==> src/design/xkb64_pkg.sv <==
`timescale 1ns / 1ps

package xkb64_pkg;

    // Key storage
    localparam int KEY_BYTES = 16;
    localparam int KEY_POS_W = $clog2(KEY_BYTES);
    localparam int KEY_LEN_W = 5;

    // Configuration register indexes
    localparam int CFG_IDX_W = 2;
    localparam logic [CFG_IDX_W-1:0] CFG_KEY_LOW  = 2'd0;
    localparam logic [CFG_IDX_W-1:0] CFG_KEY_HIGH = 2'd1;
    localparam logic [CFG_IDX_W-1:0] CFG_KEY_LEN  = 2'd2;

    localparam logic [7:0] CHAR_PAD = 8'h3D;

    // Group queue depth
    localparam int QUEUE_DEPTH = 2;
    localparam int QUEUE_PTR_W = $clog2(QUEUE_DEPTH);

    // One classified group handed from front to back
    typedef struct packed {
        logic [23:0] word;   // first byte in bits 23..16
        logic [1:0]  total;  // bytes in the group, 1..3
        logic        last;   // group closes the message
    } t_group;

    // Map a 6-bit value to the standard base64 alphabet
    function automatic logic [7:0] b64_char(input logic [5:0] v);
        logic [7:0] c;
        begin
            if (v < 6'd26) begin
                c = 8'h41 + {2'b00, v};
            end else if (v < 6'd52) begin
                c = 8'h61 + {2'b00, v - 6'd26};
            end else if (v < 6'd62) begin
                c = 8'h30 + {2'b00, v - 6'd52};
            end else if (v == 6'd62) begin
                c = 8'h2B;
            end else begin
                c = 8'h2F;
            end
            return c;
        end
    endfunction

endpackage

==> src/design/xkb64_front.sv <==
`timescale 1ns / 1ps

module xkb64_front (
    input  logic                       i_clk,
    input  logic                       i_rst_n,
    input  logic                       i_valid,
    output logic                       o_ready,
    input  logic [7:0]                 i_plain_byte,
    input  logic                       i_end_of_message,
    input  logic                       i_cfg_valid,
    input  logic [xkb64_pkg::CFG_IDX_W-1:0] i_cfg_index,
    input  logic [63:0]                i_cfg_data,
    input  logic                       i_queue_full,
    output logic                       o_push,
    output xkb64_pkg::t_group          o_push_group
);
    import xkb64_pkg::*;

    logic [63:0]          r_key_low;
    logic [63:0]          r_key_high;
    logic [KEY_LEN_W-1:0] r_key_len;
    logic [KEY_POS_W-1:0] r_pos, n_pos;
    logic [15:0]          r_group, n_group;
    logic [1:0]           r_fill, n_fill;

    logic [127:0]         w_key;
    logic [7:0]           w_byte;
    logic [KEY_LEN_W-1:0] w_eff_len;
    logic [KEY_LEN_W-1:0] w_pos_inc;
    logic                 w_accept;
    logic                 w_close;
    logic [23:0]          w_word;

    assign o_ready  = !i_queue_full;
    assign w_accept = i_valid && o_ready;
    assign w_key    = {r_key_high, r_key_low};
    assign w_byte   = i_plain_byte ^ w_key[{r_pos, 3'b000} +: 8];
    assign w_close  = (r_fill == 2'd2) || i_end_of_message;

    always_comb begin
        w_eff_len = r_key_len;
        if (r_key_len == '0) begin
            w_eff_len = KEY_LEN_W'(1);
        end else if (r_key_len > KEY_LEN_W'(KEY_BYTES)) begin
            w_eff_len = KEY_LEN_W'(KEY_BYTES);
        end
        w_pos_inc = {1'b0, r_pos} + KEY_LEN_W'(1);

        case (r_fill)
            2'd0:    w_word = {w_byte, 16'h0000};
            2'd1:    w_word = {r_group[15:8], w_byte, 8'h00};
            default: w_word = {r_group, w_byte};
        endcase

        n_pos   = r_pos;
        n_group = r_group;
        n_fill  = r_fill;
        if (w_accept) begin
            n_pos = (w_pos_inc >= w_eff_len) ? '0 : w_pos_inc[KEY_POS_W-1:0];
            if (w_close) begin
                n_group = '0;
                n_fill  = 2'd0;
                if (i_end_of_message) begin
                    n_pos = '0;
                end
            end else begin
                n_group = (r_fill == 2'd0) ? {w_byte, 8'h00} : {r_group[15:8], w_byte};
                n_fill  = r_fill + 2'd1;
            end
        end
    end

    assign o_push             = w_accept && w_close;
    assign o_push_group.word  = w_word;
    assign o_push_group.total = r_fill + 2'd1;
    assign o_push_group.last  = i_end_of_message;

    always_ff @(posedge i_clk) begin
        if (!i_rst_n) begin
            r_key_low  <= '0;
            r_key_high <= '0;
            r_key_len  <= KEY_LEN_W'(KEY_BYTES);
            r_pos      <= '0;
            r_group    <= '0;
            r_fill     <= 2'd0;
        end else begin
            r_pos   <= n_pos;
            r_group <= n_group;
            r_fill  <= n_fill;
            if (i_cfg_valid) begin
                case (i_cfg_index)
                    CFG_KEY_LOW:  r_key_low  <= i_cfg_data;
                    CFG_KEY_HIGH: r_key_high <= i_cfg_data;
                    CFG_KEY_LEN:  r_key_len  <= i_cfg_data[KEY_LEN_W-1:0];
                    default:      ;
                endcase
            end
        end
    end

endmodule

==> src/design/xkb64_queue.sv <==
`timescale 1ns / 1ps

module xkb64_queue (
    input  logic              i_clk,
    input  logic              i_rst_n,
    input  logic              i_push,
    input  xkb64_pkg::t_group i_push_group,
    output logic              o_full,
    input  logic              i_pop,
    output xkb64_pkg::t_group o_pop_group,
    output logic              o_empty
);
    import xkb64_pkg::*;

    t_group                 r_mem [QUEUE_DEPTH];
    logic [QUEUE_PTR_W-1:0] r_wptr;
    logic [QUEUE_PTR_W-1:0] r_rptr;
    logic [QUEUE_PTR_W:0]   r_count;

    assign o_full      = (r_count == (QUEUE_PTR_W+1)'(QUEUE_DEPTH));
    assign o_empty     = (r_count == '0);
    assign o_pop_group = r_mem[r_rptr];

    always_ff @(posedge i_clk) begin
        if (i_push) begin
            r_mem[r_wptr] <= i_push_group;
        end
    end

    always_ff @(posedge i_clk) begin
        if (!i_rst_n) begin
            r_wptr  <= '0;
            r_rptr  <= '0;
            r_count <= '0;
        end else begin
            if (i_push) begin
                r_wptr <= (r_wptr == QUEUE_PTR_W'(QUEUE_DEPTH - 1)) ? '0 : r_wptr + 1'b1;
            end
            if (i_pop) begin
                r_rptr <= (r_rptr == QUEUE_PTR_W'(QUEUE_DEPTH - 1)) ? '0 : r_rptr + 1'b1;
            end
            case ({i_push, i_pop})
                2'b10:   r_count <= r_count + 1'b1;
                2'b01:   r_count <= r_count - 1'b1;
                default: ;
            endcase
        end
    end

endmodule

==> src/design/xkb64_back.sv <==
`timescale 1ns / 1ps

module xkb64_back (
    input  logic              i_clk,
    input  logic              i_rst_n,
    input  logic              i_empty,
    input  xkb64_pkg::t_group i_group,
    output logic              o_pop,
    output logic              o_valid,
    input  logic              i_ready,
    output logic [7:0]        o_text_char,
    output logic              o_final_char
);
    import xkb64_pkg::*;

    t_group     r_cur;
    logic       r_busy;
    logic [1:0] r_idx;
    logic       r_out_valid;
    logic [7:0] r_text;
    logic       r_final;

    logic       w_emit;
    logic [5:0] w_sextet;
    logic [7:0] w_char;

    assign w_emit = r_busy && (!r_out_valid || i_ready);
    // Take the next group when idle or while the last character goes out
    assign o_pop  = !i_empty && (!r_busy || (w_emit && r_idx == 2'd3));

    always_comb begin
        case (r_idx)
            2'd0:    w_sextet = r_cur.word[23:18];
            2'd1:    w_sextet = r_cur.word[17:12];
            2'd2:    w_sextet = r_cur.word[11:6];
            default: w_sextet = r_cur.word[5:0];
        endcase
        w_char = (r_idx <= r_cur.total) ? b64_char(w_sextet) : CHAR_PAD;
    end

    always_ff @(posedge i_clk) begin
        if (w_emit) begin
            r_text  <= w_char;
            r_final <= r_cur.last && (r_idx == 2'd3);
        end
        if (o_pop) begin
            r_cur <= i_group;
        end
    end

    always_ff @(posedge i_clk) begin
        if (!i_rst_n) begin
            r_busy      <= 1'b0;
            r_idx       <= 2'd0;
            r_out_valid <= 1'b0;
        end else begin
            if (w_emit) begin
                r_out_valid <= 1'b1;
                r_idx       <= r_idx + 2'd1;
            end else if (i_ready) begin
                r_out_valid <= 1'b0;
            end
            if (o_pop) begin
                r_busy <= 1'b1;
            end else if (w_emit && r_idx == 2'd3) begin
                r_busy <= 1'b0;
            end
        end
    end

    assign o_valid      = r_out_valid;
    assign o_text_char  = r_text;
    assign o_final_char = r_final;

endmodule

==> src/design/xor_key_base64_encoder_core.sv <==
`timescale 1ns / 1ps

// Channel   | Signals                                        | Direction
// ----------+------------------------------------------------+----------
// input     | i_valid, o_ready, i_plain_byte, i_end_of_message | in
// output    | o_valid, i_ready, o_text_char, o_final_char    | out
// config    | i_cfg_valid, o_cfg_ready, i_cfg_index, i_cfg_data | in
//
// Each request on the input channel passes through the front; every third
// byte (or the last byte of a message) closes a group that yields four
// characters, one per cycle from the back while a group is waiting and the
// output is not stalled. The two-entry group queue sets how far the front runs ahead.
// Reset (synchronous, active low) clears position, partial group, queue and
// output; the key resets to zero and the key length to sixteen.
// A stall on the output holds the current character; the front keeps taking
// bytes until the queue fills. Config requests are always accepted.

module xor_key_base64_encoder_core (
    input  logic                       i_clk,
    input  logic                       i_rst_n,
    // plaintext requests
    input  logic                       i_valid,
    output logic                       o_ready,
    input  logic [7:0]                 i_plain_byte,
    input  logic                       i_end_of_message,
    // encoded characters
    output logic                       o_valid,
    input  logic                       i_ready,
    output logic [7:0]                 o_text_char,
    output logic                       o_final_char,
    // configuration writes
    input  logic                       i_cfg_valid,
    output logic                       o_cfg_ready,
    input  logic [xkb64_pkg::CFG_IDX_W-1:0] i_cfg_index,
    input  logic [63:0]                i_cfg_data
);
    import xkb64_pkg::*;

    logic   w_push;
    t_group w_push_group;
    logic   w_full;
    logic   w_pop;
    t_group w_pop_group;
    logic   w_empty;

    // Register writes never stall
    assign o_cfg_ready = 1'b1;

    // Front: XOR with the key byte, gather bytes into groups of up to three
    xkb64_front u_front (
        .i_clk           (i_clk),
        .i_rst_n         (i_rst_n),
        .i_valid         (i_valid),
        .o_ready         (o_ready),
        .i_plain_byte    (i_plain_byte),
        .i_end_of_message(i_end_of_message),
        .i_cfg_valid     (i_cfg_valid),
        .i_cfg_index     (i_cfg_index),
        .i_cfg_data      (i_cfg_data),
        .i_queue_full    (w_full),
        .o_push          (w_push),
        .o_push_group    (w_push_group)
    );

    // Hold closed groups so front and back stall independently
    xkb64_queue u_queue (
        .i_clk       (i_clk),
        .i_rst_n     (i_rst_n),
        .i_push      (w_push),
        .i_push_group(w_push_group),
        .o_full      (w_full),
        .i_pop       (w_pop),
        .o_pop_group (w_pop_group),
        .o_empty     (w_empty)
    );

    // Back: expand each group into four base64 characters
    xkb64_back u_back (
        .i_clk       (i_clk),
        .i_rst_n     (i_rst_n),
        .i_empty     (w_empty),
        .i_group     (w_pop_group),
        .o_pop       (w_pop),
        .o_valid     (o_valid),
        .i_ready     (i_ready),
        .o_text_char (o_text_char),
        .o_final_char(o_final_char)
    );

endmodule

==> config.mk <==
export PLATFORM = sky130hd
export DESIGN_NAME = xor_key_base64_encoder_core
export DESIGN_NICKNAME = d
export VERILOG_FILES = /design/src/design/xkb64_pkg.sv /design/src/design/xkb64_front.sv /design/src/design/xkb64_queue.sv /design/src/design/xkb64_back.sv /design/src/design/xor_key_base64_encoder_core.sv
export SDC_FILE = /design/constraint.sdc
export NUM_CORES = 1
export LEC_CHECK = 0
export BUFFER_PORTS_ARGS = -buffer_cell sky130_fd_sc_hd__buf_2
export CAP_MARGIN = 20
export CORE_MARGIN = 1.5
export CORE_UTILIZATION = 30
export CTS_CLUSTER_DIAMETER = 150
export CTS_CLUSTER_SIZE = 40
export DETAILED_ROUTE_END_ITERATION = 7
export GPL_ROUTABILITY_DRIVEN = 1
export PLACE_DENSITY_LB_ADDON = 0.12
export SYNTH_ARGS = -nofsm -noshare
export SYNTH_HDL_FRONTEND = slang
export SYNTH_SLANG_ARGS = --single-unit
==> constraint.sdc <==
create_clock -name i_clk -period 3.7 [get_ports i_clk]
set_clock_uncertainty 0.05 [all_clocks]
set_input_delay 0.555 -clock i_clk [delete_from_list [all_inputs] [get_ports i_clk]]
set_output_delay 0.555 -clock i_clk [all_outputs]
set_load 0.02 [all_outputs]
==> results by group <==
Clock tree
  – Sink Count: 253
  – Post_cts resized: 0
  – CTS max path bufs: 3
  – Clock-pin slew on the worst setup and hold paths: 0.16 ns
  – CTS Buf Count: 10
  – H-tree depth: 1
  – CTS tree: built
  – Worst skew pair latency: 0.51 ns
  – Post-CTS Setup Bufs: 0
  – Root buffer cell: clkbuf_16
  – Cts hold-fix bufs: 0

Flow run
  – Max-Cap Viols: 0

Floorplan
  – Num ports: 92
  – Die Ht: 198 microns
  – Die area: 39200 sq um
  – Core area: 37600 sq um
  – Die X: 198 microns
  – Starting density of the core: 30.4%
  – Num rows: 71

Final layout
  – Fill count: 3800
  – Ant diodes: 0
  – Final Util: 33.8%
  – Layout cell share with drive strength beyond 1: 16.5%
  – Layout Nets: 1231
  – Area grow syn2layout: 11.3%

Place
  – RePlAce Congestion: 0.827
  – Pre-CTS WS: 0.569 ns
  – PortBufs: 90
  – DP HPWL: 20400 microns

STA
  – FMAX: 318 MHz
  – Least-Margin Pin Slew: 1.03 ns
  – Worst setup margin: 0.556 ns
  – Minimum clock period: 3.14 ns
  – Final setup fails: 0
  – Final Cycle Share: 85.0%
  – RSZ-0062 raised after global routing: false
  – Final setup TNS: 0 ns
  – Hold Fails Final Rpt: 0
  – Max_slew headroom: 31.2%
  – Final Max Tran Viols: 0
  – Worst hold slack: 0.224 ns

Drt
  – DRC violations left: 0
  – Via density: 4.67
  – Antenna viol nets, final: 0
  – DR WL/cell: 17.8 microns
  – Pre-Repair DR Iteration Count: 5
  – DR iter-0 viols: 481
  – Via count: 7659
  – Detailed Route WL: 29300 microns

Yosys
  – Syn_nets: 1173
  – Area share of the largest cell type after synthesis: 28.6%
  – Yosys Warn Count: 0
  – Most frequent cells after synthesis: 312 x nand2_1, 163 x dfxtp_1, 131 x a21boi_0
  – Post-Syn Area: 11400 sq um
  – Synth area leader: dfxtp_1
  – Ys async rst share: 0%
  – Syn Area/Cell: 10.7 sq um
  – #FFs+latches synth: 253
  – Synth Flop Type: dfxtp_1
  – Cells after Synth: 1069
  – Number of synthesized flops with an enable pin: 90
  – Yosys cell types: 56
  – Post-synthesis sequential area ratio: 52.3%
  – Area contributors post-synth: dfxtp_1 29%, edfxtp_1 24%, nand2_1 10%, a21boi_0 8.6%, mux4_1 5.8%
  – Cell with the most instances after synthesis: nand2_1

Status
  – Outcome: completed

Critical path
  – CP startpoint kind: flop
  – Setup crit end kind: flop
  – CP arrival: 3.33 ns
  – Kind of critical path: reg -> reg
  – Reg2Reg Setup Slack: 0.56 ns
  – Max FO, Critical Path: 8
  – Required time of the critical path: 3.88 ns

Global route
  – Met1 usage in global routing: 19.7%
  – Met3 Use GR: 1.69%
  – Total GRT Usage: 15.1%
  – GR peak layer: met2
  – GRT overflow: 0
  – Vias in the first global route: 7696
  – Grt met2 use: 26.9%
  – Initial antenna violation count: 2
  – Global-route wire length before repair: 45600 microns
  – Largest net degree at the start of global routing: 76

Pwr
  – VDD IR max: 268 uV
  – LEAKAGE: 4.52 nW
  – Pwr per Cell Area: 576 nW/um^2

Worst hold path
  – Tightest Hold Check Type: in -> reg
state kept, by name, summed over array words and instances (netlist names):
| signal | flops |
|---|---|
| u_front.r_key_high | 64 |
| u_front.r_key_low | 64 |
| u_queue.r_mem | 54 |
| u_back.r_cur | 27 |
| u_front.r_group | 16 |
| u_back.o_text_char | 8 |
| u_front.r_key_len | 5 |
| u_front.r_pos | 4 |
| u_back.r_idx | 2 |
| u_front.r_fill | 2 |
| u_queue.r_count | 2 |
| u_back.o_final_char | 1 |
| u_back.o_valid | 1 |
| u_back.r_busy | 1 |
| u_queue.r_rptr | 1 |
| u_queue.r_wptr | 1 |
layer usage:
metal,share of wire (%),vias up
met5,0.082,-
met4,1.9,4
met3,2.6,29
met2,50,98
met1,46,3677
li1,-,3851
logic make-up after synthesis:
logic type	count (synthesis)	synth area share (%)
xor gates and xnor gates	18	1.91
DFF	253	52.3
buffers and inverters	86	3.19
other	1	0.0329
adders and majority gates	24	2.63
AOI/OAI and AO/OA	224	13.7
and+or+nand+nor	384	13.7
muxes	79	12.5
worst paths after layout:
| path | from | to | cells after the start |
|---|---|---|---|
| setup reg to reg | u_back.r_idx[0] | u_back.o_text_char[0] | 11 |
| hold reg to reg | u_front.r_key_high[22] | u_front.r_key_high[22] | 2 |
| hold / removal | i_cfg_data[15] | u_front.r_key_high[15] | 3 |
| setup / recovery | u_back.r_idx[0] | u_back.o_text_char[0] | 11 |
per-stage QoR:
step           cells  area [sq um]  power [mW]
5_1_grt         1641         12700        7.79
3_5_place_dp    1626         12400        5.96
3_3_place_gp    1626         12400        5.99
6_report        1641         12700        7.32
4_1_cts         1641         12700        7.44
2_1_floorplan   1069         11400        5.20
critical path, cell delays in order (launching register included):
cell and delay [ns]:
dfxtp_1 0.45, ha_1 0.38, inv_2 0.13, mux2i_1 0.24, inv_2 0.11, ha_1 0.28
o41ai_2 0.34, buf_4 0.19, inv_1 0.08, a31oi_1 0.34, mux2_2 0.23, nand2_1 0.05
layout make-up:
type / instances / area, sq um / area share (%)
well taps: 511 / 639 / 5.03
inverters: 24 / 90.1 / 0.709
flip-flops and latches: 253 / 5970 / 47.0
clock inverters: 3 / 32.5 / 0.256
clock buffers: 12 / 279 / 2.20
multi-input cells: 730 / 5090 / 40.1
repair buffers: 108 / 601 / 4.73
cells in the final DEF (no fill, tap or decap), drive strengths merged, types with 10 or more instances in the layout:
master,netlist,routed
edfxtp,90,90
inv,23,24
nor2,19,19
o21ai,44,44
a21oi,15,15
nor2b,10,10
buf,12,108
mux2,29,29
mux2i,10,10
a21boi,131,131
xnor2,15,15
clkbuf,50,12
mux4,40,40
nand2,312,312
ha,24,24
dfxtp,163,163
power breakdown:
group,total (mW),switching [mW],internal (mW)
registers,3.50,0.153,3.35
clock network,1.47,0.903,0.564
logic,2.35,1.43,0.923
total,7.32,2.48,4.83
(Power assumes the default switching activity.)
